`src/sv/pin_entry_lock_controller_assert.svh`:
```
// assertion macros for the pin entry lock controller
// used by the top level only, needs nothing else
`ifndef PIN_ENTRY_LOCK_CONTROLLER_ASSERT_SVH
`define PIN_ENTRY_LOCK_CONTROLLER_ASSERT_SVH

// same-cycle implication, disabled while reset is asserted
`define PEL_ASSERT_NOW(label, clk, rst_n, ante, cons) \
    label: assert property (@(posedge clk) disable iff (!rst_n) (ante) |-> (cons)) \
        else $error("pel assertion failed");

// next-cycle implication, disabled while reset is asserted
`define PEL_ASSERT_NEXT(label, clk, rst_n, ante, cons) \
    label: assert property (@(posedge clk) disable iff (!rst_n) (ante) |=> (cons)) \
        else $error("pel assertion failed");

`endif

```
`src/sv/pel_pkg.sv`:
```
// shared codes, constants and structs of the pin entry lock controller
// no dependencies
`timescale 1ns / 1ps

package pel_pkg;

    // action codes of an input transaction
    localparam logic [2:0] ACT_TICK    = 3'd0;
    localparam logic [2:0] ACT_BEGIN   = 3'd1;
    localparam logic [2:0] ACT_DOWN    = 3'd2;
    localparam logic [2:0] ACT_UP      = 3'd3;
    localparam logic [2:0] ACT_CONFIRM = 3'd4;
    localparam logic [2:0] ACT_CANCEL  = 3'd5;
    localparam logic [2:0] ACT_SERIAL  = 3'd6;

    // result codes
    localparam logic [2:0] EV_UNLOCKED      = 3'd0;
    localparam logic [2:0] EV_WRONG_PIN     = 3'd1;
    localparam logic [2:0] EV_LOCKOUT_OVER  = 3'd2;
    localparam logic [2:0] EV_CANCELLED     = 3'd3;
    localparam logic [2:0] EV_PIN_SAVED     = 3'd4;
    localparam logic [2:0] EV_CHANGE_CANCEL = 3'd5;
    localparam logic [2:0] EV_SERIAL_TMO    = 3'd6;

    // configuration register indexes
    localparam logic [1:0] CFG_SERIAL_TIMEOUT = 2'd0;
    localparam logic [1:0] CFG_LOCKOUT        = 2'd1;
    localparam logic [1:0] CFG_MAX_ATTEMPTS   = 2'd2;

    localparam logic [15:0] SERIAL_TIMEOUT_RST = 16'd30000;
    localparam logic [15:0] LOCKOUT_RST        = 16'd30000;
    localparam logic [2:0]  MAX_ATTEMPTS_RST   = 3'd3;

    // characters
    localparam logic [7:0] CHAR_STAR  = 8'h2A;
    localparam logic [7:0] CHAR_ZERO  = 8'h30;
    localparam logic [7:0] CHAR_NINE  = 8'h39;
    localparam logic [7:0] CHAR_NL    = 8'h0A;
    localparam logic [7:0] CHAR_CR    = 8'h0D;
    localparam logic [7:0] CHAR_SPACE = 8'h20;
    localparam logic [7:0] CHAR_TAB   = 8'h09;

    typedef enum logic [2:0] {
        MODE_IDLE    = 3'd0,
        MODE_BUTTONS = 3'd1,
        MODE_SERIAL  = 3'd2,
        MODE_LOCKOUT = 3'd3,
        MODE_CHANGE  = 3'd4
    } mode_t;

    typedef struct packed {
        logic [15:0] serial_timeout_ticks;
        logic [15:0] lockout_ticks;
        logic [2:0]  max_attempts;
    } cfg_t;

    typedef struct packed {
        logic       valid;
        logic [2:0] action;
        logic [7:0] serial_byte;
    } item_t;

    typedef struct packed {
        logic       valid;
        logic [2:0] event_res;
        logic [2:0] attempts_left;
    } res_t;

endpackage

```
`src/sv/pel_in_if.sv`:
```
// input channel of the pin entry lock controller: events
// no dependencies
`timescale 1ns / 1ps

interface pel_in_if;
    logic       valid;
    logic       ready;
    logic [2:0] action;
    logic [7:0] serial_byte;

    modport source (output valid, output action, output serial_byte, input ready);
    modport sink   (input valid, input action, input serial_byte, output ready);
endinterface

```
`src/sv/pel_out_if.sv`:
```
// output channel of the pin entry lock controller: results
// no dependencies
`timescale 1ns / 1ps

interface pel_out_if;
    logic       valid;
    logic       ready;
    logic [2:0] event_res;
    logic [2:0] attempts_left;

    modport source (output valid, output event_res, output attempts_left, input ready);
    modport sink   (input valid, input event_res, input attempts_left, output ready);
endinterface

```
`src/sv/pel_cfg.sv`:
```
// configuration registers of the pin entry lock controller
// depends on pel_pkg
`timescale 1ns / 1ps

module pel_cfg (
    input  logic               clk,
    input  logic               rst_n,
    input  logic               cfg_we,
    input  logic [1:0]         cfg_index,
    input  logic [15:0]        cfg_wdata,
    output pel_pkg::cfg_t      cfg
);

    pel_pkg::cfg_t cfg_reg;

    always_ff @(posedge clk or negedge rst_n)
    begin
        if (!rst_n)
        begin
            cfg_reg.serial_timeout_ticks <= pel_pkg::SERIAL_TIMEOUT_RST;
            cfg_reg.lockout_ticks        <= pel_pkg::LOCKOUT_RST;
            cfg_reg.max_attempts         <= pel_pkg::MAX_ATTEMPTS_RST;
        end
        else if (cfg_we)
        begin
            unique case (cfg_index)
                pel_pkg::CFG_SERIAL_TIMEOUT: cfg_reg.serial_timeout_ticks <= cfg_wdata;
                pel_pkg::CFG_LOCKOUT:        cfg_reg.lockout_ticks        <= cfg_wdata;
                pel_pkg::CFG_MAX_ATTEMPTS:   cfg_reg.max_attempts         <= cfg_wdata[2:0];
                default:
                begin
                end
            endcase
        end
    end

    assign cfg = cfg_reg;

endmodule

```
`src/sv/pel_in_reg.sv`:
```
// input register stage: holds one event transaction until the core takes it
// depends on pel_pkg and pel_in_if
`timescale 1ns / 1ps

module pel_in_reg (
    input  logic            clk,
    input  logic            rst_n,
    pel_in_if.sink          in_ch,
    input  logic            advance,
    output pel_pkg::item_t  item
);

    logic       valid_reg;
    logic [2:0] action_reg;
    logic [7:0] byte_reg;

    // free when empty or when the held item leaves this cycle
    assign in_ch.ready = !valid_reg || advance;

    always_ff @(posedge clk or negedge rst_n)
    begin
        if (!rst_n)
        begin
            valid_reg <= 1'b0;
        end
        else if (in_ch.ready)
        begin
            valid_reg <= in_ch.valid;
        end
    end

    always_ff @(posedge clk)
    begin
        if (in_ch.ready && in_ch.valid)
        begin
            action_reg <= in_ch.action;
            byte_reg   <= in_ch.serial_byte;
        end
    end

    assign item.valid       = valid_reg;
    assign item.action      = action_reg;
    assign item.serial_byte = byte_reg;

endmodule

```
`src/sv/pel_core.sv`:
```
// lock state machine: mode, stored pin, entry digits, counters
// depends on pel_pkg
`timescale 1ns / 1ps

module pel_core #(
    parameter int PIN_DIGITS = 4
) (
    input  logic            clk,
    input  logic            rst_n,
    input  logic            go,
    input  pel_pkg::item_t  item,
    input  pel_pkg::cfg_t   cfg,
    output pel_pkg::res_t   res
);

    localparam int POS_W = $clog2(PIN_DIGITS + 1);
    localparam int IDX_W = (PIN_DIGITS > 1) ? $clog2(PIN_DIGITS) : 1;
    localparam logic [POS_W-1:0] POS_END = POS_W'(PIN_DIGITS);

    pel_pkg::mode_t   mode_reg, mode_next;
    logic [3:0]       stored_reg [PIN_DIGITS];
    logic [3:0]       entry_reg  [PIN_DIGITS];
    logic [POS_W-1:0] pos_reg, pos_next;
    logic [3:0]       sel_reg, sel_next;
    logic [2:0]       attempt_reg, attempt_next;
    logic [15:0]      tick_reg, tick_next;
    logic             store_pin;

    logic             act_tick, act_serial, act_confirm;
    logic             in_buttons, in_serial_mode;
    logic             digit_char, filler;
    logic [3:0]       digit_val;
    logic [7:0]       digit_diff;
    logic             wr_en;
    logic [IDX_W-1:0] wr_idx;
    logic [3:0]       wr_data;
    logic [3:0]       merged [PIN_DIGITS];
    logic             match;
    logic [POS_W-1:0] pos_inc;
    logic             done;
    logic [2:0]       attempt_inc;
    logic             lock;
    logic [2:0]       tries;
    logic             serial_tmo;
    logic [15:0]      lock_tick;
    logic             lock_end;
    pel_pkg::mode_t   finish_mode;

    assign act_tick       = item.action == pel_pkg::ACT_TICK;
    assign act_serial     = item.action == pel_pkg::ACT_SERIAL;
    assign act_confirm    = item.action == pel_pkg::ACT_CONFIRM;
    assign in_buttons     = mode_reg == pel_pkg::MODE_BUTTONS;
    assign in_serial_mode = mode_reg == pel_pkg::MODE_SERIAL
                         || mode_reg == pel_pkg::MODE_CHANGE;

    assign digit_char = item.serial_byte >= pel_pkg::CHAR_ZERO
                     && item.serial_byte <= pel_pkg::CHAR_NINE;
    assign filler     = item.serial_byte == pel_pkg::CHAR_NL
                     || item.serial_byte == pel_pkg::CHAR_CR
                     || item.serial_byte == pel_pkg::CHAR_SPACE
                     || item.serial_byte == pel_pkg::CHAR_TAB
                     || item.serial_byte == pel_pkg::CHAR_STAR;
    assign digit_diff = item.serial_byte - pel_pkg::CHAR_ZERO;
    assign digit_val  = digit_diff[3:0];

    // entry digit write for this event, merged ahead of the compare
    assign wr_en   = (in_buttons && act_confirm && pos_reg < POS_END)
                  || (in_buttons && act_serial && digit_char)
                  || (in_serial_mode && act_serial && digit_char && pos_reg < POS_END);
    assign wr_idx  = (in_buttons && act_serial) ? '0 : pos_reg[IDX_W-1:0];
    assign wr_data = (in_buttons && act_confirm) ? sel_reg : digit_val;

    always_comb
    begin
        match = 1'b1;
        for (int i = 0; i < PIN_DIGITS; i++)
        begin
            merged[i] = (wr_en && wr_idx == IDX_W'(i)) ? wr_data : entry_reg[i];
            if (merged[i] != stored_reg[i])
            begin
                match = 1'b0;
            end
        end
    end

    assign pos_inc     = (in_buttons && act_serial) ? POS_W'(1) : pos_reg + POS_W'(1);
    assign done        = pos_inc >= POS_END;
    assign attempt_inc = attempt_reg + 3'd1;
    assign lock        = attempt_inc >= cfg.max_attempts;
    assign tries       = cfg.max_attempts - attempt_inc;
    assign serial_tmo  = tick_reg >= cfg.serial_timeout_ticks;
    assign lock_tick   = tick_reg + 16'd1;
    assign lock_end    = lock_tick >= cfg.lockout_ticks;
    assign finish_mode = match ? pel_pkg::MODE_IDLE
                       : (lock ? pel_pkg::MODE_LOCKOUT : pel_pkg::MODE_BUTTONS);

    // next mode
    always_comb
    begin
        mode_next = mode_reg;
        unique case (mode_reg)
            pel_pkg::MODE_IDLE:
            begin
                if (item.action == pel_pkg::ACT_BEGIN)
                begin
                    mode_next = pel_pkg::MODE_BUTTONS;
                end
                else if (act_serial && item.serial_byte == pel_pkg::CHAR_STAR)
                begin
                    mode_next = pel_pkg::MODE_CHANGE;
                end
            end
            pel_pkg::MODE_BUTTONS:
            begin
                if (act_confirm && done)
                begin
                    mode_next = finish_mode;
                end
                else if (item.action == pel_pkg::ACT_CANCEL)
                begin
                    mode_next = pel_pkg::MODE_IDLE;
                end
                else if (act_serial)
                begin
                    mode_next = (digit_char && done) ? finish_mode : pel_pkg::MODE_SERIAL;
                end
            end
            pel_pkg::MODE_SERIAL, pel_pkg::MODE_CHANGE:
            begin
                if (act_tick && serial_tmo)
                begin
                    mode_next = (mode_reg == pel_pkg::MODE_SERIAL)
                              ? pel_pkg::MODE_BUTTONS : pel_pkg::MODE_IDLE;
                end
                else if (act_serial && digit_char && done)
                begin
                    mode_next = (mode_reg == pel_pkg::MODE_SERIAL)
                              ? finish_mode : pel_pkg::MODE_IDLE;
                end
            end
            pel_pkg::MODE_LOCKOUT:
            begin
                if (act_tick && lock_end)
                begin
                    mode_next = pel_pkg::MODE_IDLE;
                end
            end
            default:
            begin
                mode_next = pel_pkg::MODE_IDLE;
            end
        endcase
    end

    // counters, pin store and result
    always_comb
    begin
        pos_next          = pos_reg;
        sel_next          = sel_reg;
        attempt_next      = attempt_reg;
        tick_next         = tick_reg;
        store_pin         = 1'b0;
        res.valid         = 1'b0;
        res.event_res     = pel_pkg::EV_UNLOCKED;
        res.attempts_left = 3'd0;
        unique case (mode_reg)
            pel_pkg::MODE_IDLE:
            begin
                if (item.action == pel_pkg::ACT_BEGIN)
                begin
                    attempt_next = 3'd0;
                    pos_next     = '0;
                    sel_next     = 4'd0;
                end
                else if (act_serial && item.serial_byte == pel_pkg::CHAR_STAR)
                begin
                    pos_next  = '0;
                    tick_next = 16'd0;
                end
            end
            pel_pkg::MODE_BUTTONS:
            begin
                unique case (item.action)
                    pel_pkg::ACT_DOWN:
                    begin
                        sel_next = (sel_reg == 4'd0) ? 4'd9 : sel_reg - 4'd1;
                    end
                    pel_pkg::ACT_UP:
                    begin
                        sel_next = (sel_reg >= 4'd9) ? 4'd0 : sel_reg + 4'd1;
                    end
                    pel_pkg::ACT_CONFIRM:
                    begin
                        pos_next = pos_inc;
                        sel_next = 4'd0;
                    end
                    pel_pkg::ACT_CANCEL:
                    begin
                        pos_next      = '0;
                        sel_next      = 4'd0;
                        res.valid     = 1'b1;
                        res.event_res = pel_pkg::EV_CANCELLED;
                    end
                    pel_pkg::ACT_SERIAL:
                    begin
                        pos_next  = digit_char ? pos_inc : '0;
                        tick_next = 16'd0;
                    end
                    default:
                    begin
                    end
                endcase
            end
            pel_pkg::MODE_SERIAL, pel_pkg::MODE_CHANGE:
            begin
                if (act_tick)
                begin
                    if (serial_tmo)
                    begin
                        res.valid = 1'b1;
                        pos_next  = '0;
                        if (mode_reg == pel_pkg::MODE_SERIAL)
                        begin
                            sel_next      = 4'd0;
                            res.event_res = pel_pkg::EV_SERIAL_TMO;
                        end
                        else
                        begin
                            res.event_res = pel_pkg::EV_CHANGE_CANCEL;
                        end
                    end
                    else
                    begin
                        tick_next = tick_reg + 16'd1;
                    end
                end
                else if (act_serial)
                begin
                    if (digit_char)
                    begin
                        pos_next  = pos_inc;
                        tick_next = 16'd0;
                        if (done && mode_reg == pel_pkg::MODE_CHANGE)
                        begin
                            store_pin     = 1'b1;
                            pos_next      = '0;
                            res.valid     = 1'b1;
                            res.event_res = pel_pkg::EV_PIN_SAVED;
                        end
                    end
                    else if (filler)
                    begin
                        tick_next = 16'd0;
                    end
                end
            end
            pel_pkg::MODE_LOCKOUT:
            begin
                if (act_tick)
                begin
                    tick_next = lock_tick;
                    if (lock_end)
                    begin
                        pos_next      = '0;
                        sel_next      = 4'd0;
                        tick_next     = 16'd0;
                        res.valid     = 1'b1;
                        res.event_res = pel_pkg::EV_LOCKOUT_OVER;
                    end
                end
            end
            default:
            begin
            end
        endcase

        // pin compare once the last digit of an unlock entry is in
        if (done && ((in_buttons && act_confirm)
                  || (in_buttons && act_serial && digit_char)
                  || (mode_reg == pel_pkg::MODE_SERIAL && act_serial && digit_char)))
        begin
            res.valid = 1'b1;
            if (match)
            begin
                pos_next      = '0;
                sel_next      = 4'd0;
                res.event_res = pel_pkg::EV_UNLOCKED;
            end
            else
            begin
                attempt_next  = attempt_inc;
                res.event_res = pel_pkg::EV_WRONG_PIN;
                if (lock)
                begin
                    tick_next = 16'd0;
                end
                else
                begin
                    pos_next          = '0;
                    sel_next          = 4'd0;
                    res.attempts_left = tries;
                end
            end
        end

        if (!go)
        begin
            res.valid = 1'b0;
        end
    end

    always_ff @(posedge clk or negedge rst_n)
    begin
        if (!rst_n)
        begin
            mode_reg    <= pel_pkg::MODE_IDLE;
            pos_reg     <= '0;
            sel_reg     <= 4'd0;
            attempt_reg <= 3'd0;
            tick_reg    <= 16'd0;
            for (int i = 0; i < PIN_DIGITS; i++)
            begin
                stored_reg[i] <= 4'd0;
            end
        end
        else if (go)
        begin
            mode_reg    <= mode_next;
            pos_reg     <= pos_next;
            sel_reg     <= sel_next;
            attempt_reg <= attempt_next;
            tick_reg    <= tick_next;
            if (store_pin)
            begin
                for (int i = 0; i < PIN_DIGITS; i++)
                begin
                    stored_reg[i] <= merged[i];
                end
            end
        end
    end

    // entry digits carry no reset
    always_ff @(posedge clk)
    begin
        if (go && wr_en)
        begin
            entry_reg[wr_idx] <= wr_data;
        end
    end

endmodule

```
`src/sv/pel_out_reg.sv`:
```
// result register: holds one result transaction until the sink takes it
// depends on pel_pkg and pel_out_if
`timescale 1ns / 1ps

module pel_out_reg (
    input  logic           clk,
    input  logic           rst_n,
    input  pel_pkg::res_t  res,
    output logic           free,
    pel_out_if.source      out_ch
);

    logic       valid_reg;
    logic [2:0] event_reg;
    logic [2:0] tries_reg;

    assign free = !valid_reg || out_ch.ready;

    always_ff @(posedge clk or negedge rst_n)
    begin
        if (!rst_n)
        begin
            valid_reg <= 1'b0;
        end
        else if (free)
        begin
            valid_reg <= res.valid;
        end
    end

    always_ff @(posedge clk)
    begin
        if (free && res.valid)
        begin
            event_reg <= res.event_res;
            tries_reg <= res.attempts_left;
        end
    end

    assign out_ch.valid         = valid_reg;
    assign out_ch.event_res     = event_reg;
    assign out_ch.attempts_left = tries_reg;

endmodule

```
`src/sv/pin_entry_lock_controller.sv`:
```
// pin entry lock: an accepted input transaction passes the input register and the core,
// and its result then waits in the result register
// throughput one event per cycle; a stalled result register holds the core, and the input
// register then holds one more event before ready drops
// reset (rst_n, async, active low): mode idle, stored pin 0000, counters zero,
// registers 30000 / 30000 / 3, both channel stages empty
`timescale 1ns / 1ps
`include "pin_entry_lock_controller_assert.svh"

module pin_entry_lock_controller #(
    parameter int PIN_DIGITS = 4
) (
    input  logic        clk,
    input  logic        rst_n,
    pel_in_if.sink      in_ch,
    pel_out_if.source   out_ch,
    input  logic        cfg_we,
    input  logic [1:0]  cfg_index,
    input  logic [15:0] cfg_wdata
);

    pel_pkg::cfg_t  cfg;
    pel_pkg::item_t item;
    pel_pkg::res_t  res;
    logic           out_free;
    logic           core_go;
    logic           tries_shown;
    logic           wrong_pin_shown;

    // the core handles the held event only when the result register can take
    // whatever result it makes; events with no result go through the same way
    assign core_go = item.valid && out_free;

    // configuration registers; the user must write them only while the block is idle, the block does not enforce this
    pel_cfg u_cfg (
        .clk       (clk),
        .rst_n     (rst_n),
        .cfg_we    (cfg_we),
        .cfg_index (cfg_index),
        .cfg_wdata (cfg_wdata),
        .cfg       (cfg)
    );

    // input register: one transaction in flight toward the core
    pel_in_reg u_in_reg (
        .clk     (clk),
        .rst_n   (rst_n),
        .in_ch   (in_ch),
        .advance (core_go),
        .item    (item)
    );

    // mode machine, pin store and counters, one event per cycle while the result register is free
    pel_core #(
        .PIN_DIGITS (PIN_DIGITS)
    ) u_core (
        .clk   (clk),
        .rst_n (rst_n),
        .go    (core_go),
        .item  (item),
        .cfg   (cfg),
        .res   (res)
    );

    // result register parting the core from the sink
    pel_out_reg u_out_reg (
        .clk    (clk),
        .rst_n  (rst_n),
        .res    (res),
        .free   (out_free),
        .out_ch (out_ch)
    );

    // terms for the checks below
    assign tries_shown     = out_ch.valid && out_ch.attempts_left != 3'd0;
    assign wrong_pin_shown = out_ch.event_res == pel_pkg::EV_WRONG_PIN;

    // an empty result register never backs up the input side
    `PEL_ASSERT_NOW(a_ready_when_out_empty, clk, rst_n, !out_ch.valid, in_ch.ready)

    // a new result only appears after the core handled an event
    `PEL_ASSERT_NEXT(a_result_from_core, clk, rst_n, !out_ch.valid && !core_go, !out_ch.valid)

    // attempts left is nonzero only on a wrong pin
    `PEL_ASSERT_NOW(a_tries_only_wrong, clk, rst_n, tries_shown, wrong_pin_shown)

endmodule
```
`src/flat_wrapper.sv`:
```
// flat-port wrapper written by rule: the top's interface ports become plain ports
module pin_entry_lock_controller_flat 
#(
    parameter int PIN_DIGITS = 4
)
  (clk, rst_n, cfg_we, cfg_index, cfg_wdata, in_ch_valid, in_ch_action, in_ch_serial_byte, in_ch_ready, out_ch_valid, out_ch_event_res, out_ch_attempts_left, out_ch_ready);
  pel_in_if in_ch_i ();
  pel_out_if out_ch_i ();
  input  logic clk;
  input  logic rst_n;
  input  logic cfg_we;
  input  logic [1:0] cfg_index;
  input  logic [15:0] cfg_wdata;
  input wire logic [$bits(in_ch_i.valid)-1:0] in_ch_valid;
  input wire logic [$bits(in_ch_i.action)-1:0] in_ch_action;
  input wire logic [$bits(in_ch_i.serial_byte)-1:0] in_ch_serial_byte;
  output wire logic [$bits(in_ch_i.ready)-1:0] in_ch_ready;
  output wire logic [$bits(out_ch_i.valid)-1:0] out_ch_valid;
  output wire logic [$bits(out_ch_i.event_res)-1:0] out_ch_event_res;
  output wire logic [$bits(out_ch_i.attempts_left)-1:0] out_ch_attempts_left;
  input wire logic [$bits(out_ch_i.ready)-1:0] out_ch_ready;
  assign in_ch_i.valid = in_ch_valid;
  assign in_ch_i.action = in_ch_action;
  assign in_ch_i.serial_byte = in_ch_serial_byte;
  assign in_ch_ready = in_ch_i.ready;
  assign out_ch_valid = out_ch_i.valid;
  assign out_ch_event_res = out_ch_i.event_res;
  assign out_ch_attempts_left = out_ch_i.attempts_left;
  assign out_ch_i.ready = out_ch_ready;
  pin_entry_lock_controller #(.PIN_DIGITS(PIN_DIGITS)) u_core (.clk(clk), .rst_n(rst_n), .in_ch(in_ch_i), .out_ch(out_ch_i), .cfg_we(cfg_we), .cfg_index(cfg_index), .cfg_wdata(cfg_wdata));
endmodule
```
`config.mk`:
```
export PLATFORM = sky130hd
export DESIGN_NAME = pin_entry_lock_controller_flat
export DESIGN_NICKNAME = d
export VERILOG_FILES = /design/src/sv/pel_pkg.sv /design/src/sv/pel_in_if.sv /design/src/sv/pel_out_if.sv /design/src/sv/pel_cfg.sv /design/src/sv/pel_in_reg.sv /design/src/sv/pel_core.sv /design/src/sv/pel_out_reg.sv /design/src/sv/pin_entry_lock_controller.sv /design/src/flat_wrapper.sv
export VERILOG_INCLUDE_DIRS = /design/src /design/src/sv
export SDC_FILE = /design/constraint.sdc
export NUM_CORES = 1
export LEC_CHECK = 0
export ABC_AREA = 1
export BUFFER_PORTS_ARGS = -buffer_cell sky130_fd_sc_hd__buf_2
export CAP_MARGIN = 0
export CORE_MARGIN = 2
export CORE_UTILIZATION = 50
export CTS_CLUSTER_SIZE = 30
export DETAILED_ROUTE_END_ITERATION = 7
export PLACE_DENSITY_LB_ADDON = 0.15
export SYNTH_ARGS = -nofsm -noshare
export SYNTH_HDL_FRONTEND = slang
export SYNTH_SLANG_ARGS = --single-unit
```
`constraint.sdc`:
```
create_clock -name clk -period 9.3 [get_ports clk]
set_input_delay 0.93 -clock clk [delete_from_list [all_inputs] [get_ports clk]]
set_output_delay 0.93 -clock clk [all_outputs]
set_load 0.05 [all_outputs]
```
After elaboration in Yosys (flattened, before gate mapping)
Memories as Yosys holds them, arrays and structs flattened.
Index checks and enable logic that the tools add are counted.
{ "word_totals": {"register_bits": 99, "mem_bits_rw": 16, "inputBits": 34, "out_inout_bits": 8, "elab_cells": 209, "memories": 1} }
{ "classes": {"addsub": 7, "magnitude_cmp": 8, "n_eq_ne": 28, "mux": 93, "n_bitwise": 1, "reduce_logical": 53} }
{ "mem_list": {"columns": ["name", "depth", "width", "rd", "rd_clocked_by_memory_dff", "write_ports", "line_no", "text"], "rows": [
  ["u_core.u_core.entry_reg", 4, 4, 4, 0, 1, "pel_core.sv:22", "logic [3:0] entry_reg [PIN_DIGITS];"]
]} }
{ "ops": {"columns": ["operator", "n"], "rows": [
  ["16-bit 2-to-1 mux", 13],
  ["4-bit 2-to-1 mux", 24],
  ["3-bit 2-to-1 mux", 28],
  ["16-bit one-hot mux with 4 select lines", 1],
  ["16-bit greater-or-equal comparator", 2],
  ["1-bit logical AND", 27],
  ["8-bit by 4-bit == test with 1-bit output, second input constant", 3],
  ["3-bit one-hot mux with 4 select lines", 2],
  ["4-bit one-hot mux with 3 select lines", 2],
  ["16-bit by 1-bit adder with 16-bit output, second input constant", 1],
  ["8-bit by 6-bit == test with 1-bit output, second input constant", 2],
  ["4-bit != test", 4],
  ["4-bit one-hot mux with 4 select lines", 1],
  ["1-bit 2-to-1 mux", 14],
  ["3-bit by 2-bit == test with 1-bit output, second input constant", 4],
  ["3-bit == test, second input constant", 4],
  ["2-bit 2-to-1 mux", 6],
  ["1-bit logical OR", 11],
  ["3-bit one-hot mux with 3 select lines", 1],
  ["8-bit by 6-bit greater-or-equal comparator with 1-bit output, second input constant", 1],
  ["8-bit by 6-bit <= comparator with 1-bit output, second input constant", 1],
  ["2-bit AND reduction", 4],
  ["4-bit by 1-bit subtractor with 4-bit output, second input constant", 2],
  ["7-bit 2-to-1 mux", 1],
  ["other kinds (21)", 31]
]} }

Depth between registers and ports, before layout
Gate-level depths: netlist of the first run.
{ "depth": {"depth_word": 19, "depth_mapped": 22, "depth_no_buf": 22} }

Cells and area by module
A second synthesis of the first run with hierarchy kept.
{ "hier_totals": {"hier_cells": 1100, "area_unflattened_um2": 7951.4} }
{ "modules_own_cells": {"columns": ["module", "n_inst", "cells_each", "area_per_inst_um2", "seq_area_each_um2"], "rows": [
  ["pel_core", 1, 912, 5843.1, 1606.5],
  ["pel_cfg", 1, 156, 1492.7, 895.9],
  ["pel_in_reg", 1, 18, 382.9, 355.3],
  ["pel_out_reg", 1, 12, 225.2, 205.2],
  ["pin_entry_lock_controller", 1, 2, 7.5, 0.0]
]} }

Least setup slack after synthesis of the first run
OpenSTA, ideal clock, no wires.
{ "synth_path": {"kind": "reg-to-reg", "from": "register u_core.u_core.tick_reg[2]", "to": "register u_core.u_core.tick_reg[3]", "setup_ps": 66, "arrival_ps": 3260, "t_required_ps": 9234, "setup_slack_ps": 5974, "path_stages_with_launch": 18, "path_buffers": 2, "synth_period_minus_slack_ps": 3326, "cell_sequence": "dfrtp_1 clkbuf_1 inv_1 nor3_1 nand3_1 nor2_1 xor2_1 ha_1 a21oi_1 o21ai_0 a21oi_1 nand3_1 a21boi_1 clkbuf_1 nand2_1 nand4_1 nand3_1 nand2_1"} }
{ "synth_via": {"elab_chain_cells": 8, "elab_cells_between_ends": 11, "classes_between": "1 x add/sub; 2 x order compare; 8 x mux"} }
{ "synth_lines": {"columns": ["element", "line_no", "text"], "rows": [
  ["start, declared", "pel_core.sv:26", "logic [15:0] tick_reg, tick_next;"],
  ["start signal, assigned", "pel_core.sv:332", "tick_reg <= tick_next;"],
  ["16-bit by 1-bit adder with 16-bit output", "pel_core.sv:92, pel_core.sv:234", null],
  ["16-bit greater-or-equal comparator", "pel_core.sv:93", "assign lock_end = lock_tick >= cfg.lockout_ticks;"],
  ["16-bit 2-to-1 mux", "pel_core.sv:262", "if (lock_end)"],
  ["16-bit 2-to-1 mux", "pel_core.sv:259", "if (act_tick)"],
  ["16-bit one-hot mux with 4 select lines *", "pel_core.sv:166", "unique case (mode_reg)"],
  ["16-bit 2-to-1 mux", "pel_core.sv:293", "if (lock)"],
  ["16-bit 2-to-1 mux", "pel_core.sv:283", "if (match)"],
  ["16-bit 2-to-1 mux *", "pel_core.sv:278", "if (done && ((in_buttons && act_confirm)"]
]} }
Every way passes the cells marked *; elsewhere a longest branch is shown, timed or not.
A chain may end at the register's enable or synchronous reset.

Final worst setup path of the first run
{ "layout_path": {"from": "register u_core.u_core.tick_reg[0]", "to": "register u_core.u_core.pos_reg[0]"} }
{ "layout_via": {"elab_chain_cells": 8, "elab_cells_between_ends": 11, "classes_between": "1 x add/sub; 2 x order compare; 8 x mux"} }
{ "layout_lines": {"columns": ["element", "line_no", "text"], "rows": [
  ["16-bit by 1-bit adder with 16-bit output", "pel_core.sv:92", "assign lock_tick = tick_reg + 16'd1;"],
  ["16-bit greater-or-equal comparator", "pel_core.sv:93", null],
  ["3-bit 2-to-1 mux", "pel_core.sv:262", null],
  ["3-bit 2-to-1 mux", "pel_core.sv:259", null],
  ["3-bit one-hot mux with 4 select lines *", "pel_core.sv:166", null],
  ["3-bit 2-to-1 mux", "pel_core.sv:293", null],
  ["3-bit 2-to-1 mux", "pel_core.sv:283", null],
  ["3-bit 2-to-1 mux *", "pel_core.sv:278", null],
  ["end signal, assigned", "pel_core.sv:329", "pos_reg <= pos_next;"],
  ["end, declared", "pel_core.sv:23", "logic [POS_W-1:0] pos_reg, pos_next;"]
]} }
Marks and branches as above.

==> results_dict.tcl, run 1 <==
set metrics [dict create \
    status "complete, no violations" \
    routed_wire_length_per_instance_um 14.5 \
    post_synth_xor_area_fraction_pct 1.72 \
    grt_antenna_before_repair 0 \
    setup-violations-final 0 \
    crit_path_end_kind "flop" \
    synth_simple_gate_area_share_pct 32.8 \
    detail_route.drc_violations 0 \
    largest_register_ff_count 35 \
    synthTopCellsByCount "nand2_1 (331), inv_1 (156), nand3_1 (112)" \
    post-cts-setup-buffer-count 0 \
    grt_first_pass_wirelength_mm 34.2 \
    powerDensity_nw_per_um2 234 \
    insertion_delay_ns 0.43 \
    buffers_plus_inverters_on_the_worst_setup_path 1 \
    cts_hold_buf 0 \
    pin_count 42 \
    ctsRootBufferMaster "clkbuf_16" \
    worst_setup_path_start_kind "flop" \
    number_of_flops_mapped_to_enable_cells_by_yosys 33 \
    antenna_left 0 \
    post-route-util_pct 57.0 \
    ys_seq_elements 115 \
    cts_tree "yes" \
    finalCritPeriodShare_pct 47.1 \
    post_dp_cell_area_um2 8470 \
    startpoint_of_the_worst_slack_reg_to_reg_timing_path "u_core.u_core.tick_reg[0]$_DFFE_PN0P_" \
    netlist_instances 1151 \
    cts_resized 0 \
    maxCapViolCount 0 \
    timing.critical_path.cells "inv_1 > nor3_1 > nand3_1 > nor2_1 > xor2_1 > ha_1 > a21oi_1 > o21ai_0 > a21oi_1 > nand3_1 > a21boi_2 > nor3_1 > o21ai_0 > nand3_1 > nand2_1" \
    grt_max_degree 47 \
    drt-pass1-iter-count 5 \
    gp_routability_congestion 0.908 \
    floorplan.rows 46 \
    place.detailed.hpwl_mm 14.1 \
    core-area_um2 15900 \
    critPathKind "reg2reg" \
    synth.avg_cell_area_um2 7.06 \
    synth.net_count 1228 \
    yosysWarningCount 0 \
    synthMuxAreaShare_pct 0 \
    vias_in_the_first_global_route 6824 \
    fin_skew_ns 0.0127 \
    cellLeakagePower_nw 4.49 \
    worst_ir_drop_vdd_mv 0.189 \
    worst-endpoint-required_ns 9.67 \
    die_x_um 131 \
    synth.yosys.seq_area_share_pct 37.7 \
    worstHoldPathType "in2async" \
    detailed_route_vias_per_instance 5.34 \
    dominant_cells_by_area_after_synthesis "dfrtp_1 (20%), nand2_1 (15%), edfxtp_1 (12%), inv_1 (7.2%), nand3_1 (6.9%)" \
    worst-path-max-fanout 19 \
    final-hold-violation-count 0 \
    grt_overflow 0 \
    min_period_ns 4.38 \
    buffers_added_on_ports 41 \
    power.total_mw 2.12 \
    synth.distinct_cells 43 \
    clkTransAtPathRegs_ns 0.06 \
    cpMaxStageDelayCell "a21boi_2" \
    finalWirelength_mm 20.3 \
    path_common_cell "nand3_1" \
    drive_above_1_share_pct 10.0 \
    achievable-frequency_mhz 228 \
    die_height_um 131 \
    grt_setup_unrepaired "false" \
    num_antenna_cells 0 \
    setup.worst_path.start "u_core.u_core.tick_reg[0]$_DFFE_PN0P_" \
    post_route_setup_tns_ns 0 \
    worst_margin_pin_slew_ns 1.12 \
    synth_top_area_share_pct 20.3 \
    synthToLayoutAreaGrowth_pct 11.4 \
    compound_cell_area_share_of_the_yosys_netlist_pct 11.3 \
    finish.net_count 1252 \
    grt_use_total_pct 24.5 \
    max_stage_delay_ns 0.82 \
    die-area_um2 17300 \
    cts_sinks 115 \
    synth_adder_area_share_pct 6.71 \
    maxSlewViolCount 0 \
    final.fill_count 1513 \
    initial_core_util_pct 51.1 \
    worst_path_dominant_cell_family "simple AND/OR/NAND/NOR gates" \
    combinational_family_with_the_most_area_after_synthesis "simple AND/OR/NAND/NOR gates" \
    number_of_h_tree_branching_levels 4 \
    async_set_reset_flop_share_out_of_synthesis_pct 71.3 \
    synth_top_cell_by_area "dfrtp_1" \
    number_of_buffers_added_by_the_clock_tree_synthesis_step 17 \
    detail_route.iter0.violations 676 \
    max-clock-path-buffers 2 \
    synth_ff_type "dfrtp_1" \
    dr_total_vias 7493 \
    finalInstanceArea_um2 9050 \
    syn-cell-area_um2 8130 \
    critPathArrivalTime_ns 4.75 \
    max-slew-margin-rel_pct 25.4 \
    yosys.cell_count.top_type "nand2_1" \
]
==> cells in the final DEF, fill, tap and decap left out, drive strengths merged, types with 2 or more instances in the layout <==
cell	n
nand2	338
inv	163
nand3	114
nor2	99
o21ai	92
dfrtp	66
buf	47
ha	42
a21oi	34
edfxtp	33
nand4	23
clkbuf	19
nor3	18
dfstp	16
xor2	14
nand3b	13
o32ai	12
o211ai	8
clkinv	7
clkinvlp	4
a31oi	3
a32oi	3
or2	3
nor4	2
xnor2	2
o31ai	2
bufinv	2
==> path summary, 6_finish.rpt <==
path	cells past startpoint	slack [ns]	to
setup / recovery	15	4.92	u_core.u_core.pos_reg[0]$_DFFE_PN0P_
hold / removal	1	0.46	u_core.u_core.tick_reg[4]$_DFFE_PN0P_
setup reg to reg	15	4.92	u_core.u_core.pos_reg[0]$_DFFE_PN0P_
hold reg to reg	2	0.47	u_core.u_core.attempt_reg[1]$_DFFE_PN0P_
max in group asynchronous	2	7.82	u_core.u_core.mode_reg[0]$_DFFE_PN0P_
min in group clk	2	0.47	u_core.u_core.attempt_reg[1]$_DFFE_PN0P_
==> kinds of logic (layout without fill, tap and decap cells) <==
| group | Yosys count | count (layout) |
|---|---|---|
| xor+xnor | 16 | 16 |
| compound gates | 162 | 162 |
| fa+ha+maj | 43 | 43 |
| simple gates | 610 | 610 |
| buf+inv | 205 | 242 |
| flops | 115 | 115 |
==> layout make-up <==
type / count / area [µm²] / share of cell area, %
well taps: 216 / 270 / 2.99
clock inverters: 13 / 134 / 1.48
flip-flops and latches: 115 / 3060 / 33.8
repair buffers: 47 / 253 / 2.79
clock buffers: 19 / 443 / 4.89
inverters: 163 / 612 / 6.76
multi-input cells: 831 / 4280 / 47.2
==> worst register-to-register path, cell delays in order (launching register included) <==
cell	delay [ns]
dfrtp_1	0.51
inv_1	0.15
nor3_1	0.67
nand3_1	0.25
nor2_1	0.23
xor2_1	0.25
ha_1	0.29
a21oi_1	0.14
o21ai_0	0.09
a21oi_1	0.17
nand3_1	0.14
a21boi_2	0.82
nor3_1	0.20
o21ai_0	0.24
nand3_1	0.10
nand2_1	0.09
==> through the flow <==
stage	hold slack (ns)	setup slack [ns]	std cells
2_1_floorplan	0.446	5.97	1151
3_3_place_gp	0.459	5.08	1372
3_5_place_dp	0.468	4.99	1372
4_1_cts	0.476	4.98	1404
5_1_grt	0.492	4.41	1404
6_report	0.464	4.92	1404
==> routing by layer <==
metal	wire (µm)	up-vias	global-route usage (%)
met2	8770	241	36.2
met4	281	0	7.00
met1	9910	3402	35.3
met3	1340	27	6.48
li1	-	3823	-
met5	0	-	0
==> where the power goes <==
group | switching (mW) | internal (mW) | total (mW) | leakage [nW]
combinational | 0.494 | 0.268 | 0.762 | 2.89
sequential | 0.114 | 0.599 | 0.713 | 1.32
clock | 0.246 | 0.399 | 0.646 | 0.271
total | 0.854 | 1.27 | 2.12 | 4.49
(Power assumes the default switching activity.)
==> inputs of run 2 (changes only) <==
Clock period 9.3 ns to 4.42 ns, I/O delays scaled along.
==> results_dict.tcl, run 2 (synthesis results as in run 1) <==
set metrics [dict create \
    die_x_um 131 \
    status "complete, no violations" \
    dr_total_vias 7587 \
    worst_margin_pin_slew_ns 1.06 \
    worst-endpoint-required_ns 4.73 \
    critPathKind "reg2reg" \
    place.detailed.hpwl_mm 14.6 \
    cts_tree "yes" \
    crit_path_end_kind "flop" \
    cts_resized 0 \
    core-area_um2 15900 \
    worst_setup_path_start_kind "flop" \
    post-route-util_pct 57.4 \
    cellLeakagePower_nw 4.54 \
    finalInstanceArea_um2 9120 \
    die-area_um2 17300 \
    critPathArrivalTime_ns 4.12 \
    final.fill_count 1533 \
    maxCapViolCount 0 \
    grt_antenna_before_repair 0 \
    fin_skew_ns 0.00757 \
    number_of_buffers_added_by_the_clock_tree_synthesis_step 17 \
    worstHoldPathType "in2async" \
    number_of_h_tree_branching_levels 4 \
    ctsRootBufferMaster "clkbuf_16" \
    worst-path-max-fanout 11 \
    max-clock-path-buffers 2 \
    cpMaxStageDelayCell "nor3_1" \
    grt_overflow 0 \
    critical_path_depth 16 \
    worst_path_dominant_cell_family "simple AND/OR/NAND/NOR gates" \
    finalWirelength_mm 20.4 \
    drive_above_1_share_pct 10.4 \
    power.total_mw 4.49 \
    setup-violations-final 0 \
    drt-pass1-iter-count 6 \
    setup.worst_path.start "u_core.u_core.tick_reg[0]$_DFFE_PN0P_" \
    grt_use_total_pct 24.3 \
    pin_count 42 \
    min_period_ns 3.81 \
    cts_sinks 115 \
    detail_route.iter0.violations 742 \
    grt_first_pass_wirelength_mm 34.4 \
    worst_ir_drop_vdd_mv 0.351 \
    detailed_route_vias_per_instance 5.37 \
    routed_wire_length_per_instance_um 14.4 \
    final_common_cell "nand2_1" \
    maxSlewViolCount 0 \
    antenna_left 0 \
    die_height_um 131 \
    max_stage_delay_ns 0.72 \
    cts_hold_buf 0 \
    most-common-layout-cells "nand2_1 (331), inv_1 (156), nand3_1 (112)" \
    buffers_plus_inverters_on_the_worst_setup_path 2 \
    grt_setup_unrepaired "false" \
    post-cts-setup-buffer-count 0 \
    vias_in_the_first_global_route 6910 \
    buffers_added_on_ports 41 \
    achievable-frequency_mhz 262 \
    hold_slack_ns 0.0422 \
    largest_register_ff_count 35 \
    synthToLayoutAreaGrowth_pct 12.2 \
    initial_core_util_pct 51.1 \
    final-hold-violation-count 0 \
    post_route_setup_tns_ns 0 \
    startpoint_of_the_worst_slack_reg_to_reg_timing_path "u_core.u_core.tick_reg[0]$_DFFE_PN0P_" \
    powerDensity_nw_per_um2 493 \
    floorplan.rows 46 \
    max-slew-margin-rel_pct 29.1 \
    path_common_cell "nand3_1" \
    clkTransAtPathRegs_ns 0.06 \
    reg2regPathDepth 16 \
    detail_route.drc_violations 0 \
    timing.critical_path.cells "inv_1 > nor3_1 > nand3_1 > nor2_1 > xor2_1 > ha_1 > nand3_1 > nor3_1 > nand3_1 > nand3_1 > a21boi_1 > buf_4 > nor3_1 > o21ai_0 > nand3_1 > nand2_1" \
    gp_routability_congestion 0.959 \
    finish.net_count 1261 \
    grt_max_degree 46 \
    num_antenna_cells 0 \
    finalCritPeriodShare_pct 86.3 \
    insertion_delay_ns 0.42 \
    post_dp_cell_area_um2 8540 \
]
==> run 2: cell count changes in the layout (fill, tap and decap cells not counted), moves of 2 or more <==
| cell | delta |
|---|---|
| buf_4 | +9 |
| clkbuf_1 | +3 |
| clkinvlp_4 | -3 |
| inv_6 | -2 |
==> run 2: layout make-up <==
type	instances	area, µm²	share of cell area (%)
Sequential cell	115	3060	33.6
Timing Repair Buffer	56	320	3.51
Clock buffer	21	440	4.83
Clock inverter	11	138	1.51
Tap cell	216	270	2.96
Inverter	163	612	6.71
Multi-Input combinational cell	831	4270	46.9
==> run 2: worst paths after layout <==
kind	to	slack, ns
max in group asynchronous	u_core.u_cfg.cfg[32]$_DFFE_PN1P_	3.43
min in group clk	u_core.u_in_reg.byte_reg[0]$_DFFE_PP_	0.20
max reg2reg	u_core.u_core.pos_reg[0]$_DFFE_PN0P_	0.61
min	u_core.u_cfg.cfg[22]$_DFFE_PN0P_	0.04
min reg2reg	u_core.u_core.attempt_reg[1]$_DFFE_PN0P_	0.48
max	u_core.u_core.pos_reg[0]$_DFFE_PN0P_	0.61
==> run 2: report_power, final <==
part | switching (mW) | internal (mW)
logic | 1.04 | 0.589
registers | 0.242 | 1.26
clock network | 0.477 | 0.879
total | 1.76 | 2.73
==> run 2: routing by layer <==
metal / global-route usage, % / wire length (µm) / up-vias
li1: - / - / 3835
met1: 35.6 / 9880 / 3450
met2: 37.0 / 8770 / 273
met3: 4.71 / 1420 / 29
met4: 6.34 / 335 / 0
met5: 0 / 0 / -
==> run 2: per-stage QoR <==
| stage | std cells | setup WS [ns] |
|---|---|---|
| finish | 1413 | 0.607 |
| global route | 1413 | 0.206 |
| CTS | 1413 | 0.691 |
| detailed placement | 1381 | 0.793 |
| global placement | 1381 | 0.898 |
| floorplan | 1151 | 1.09 |
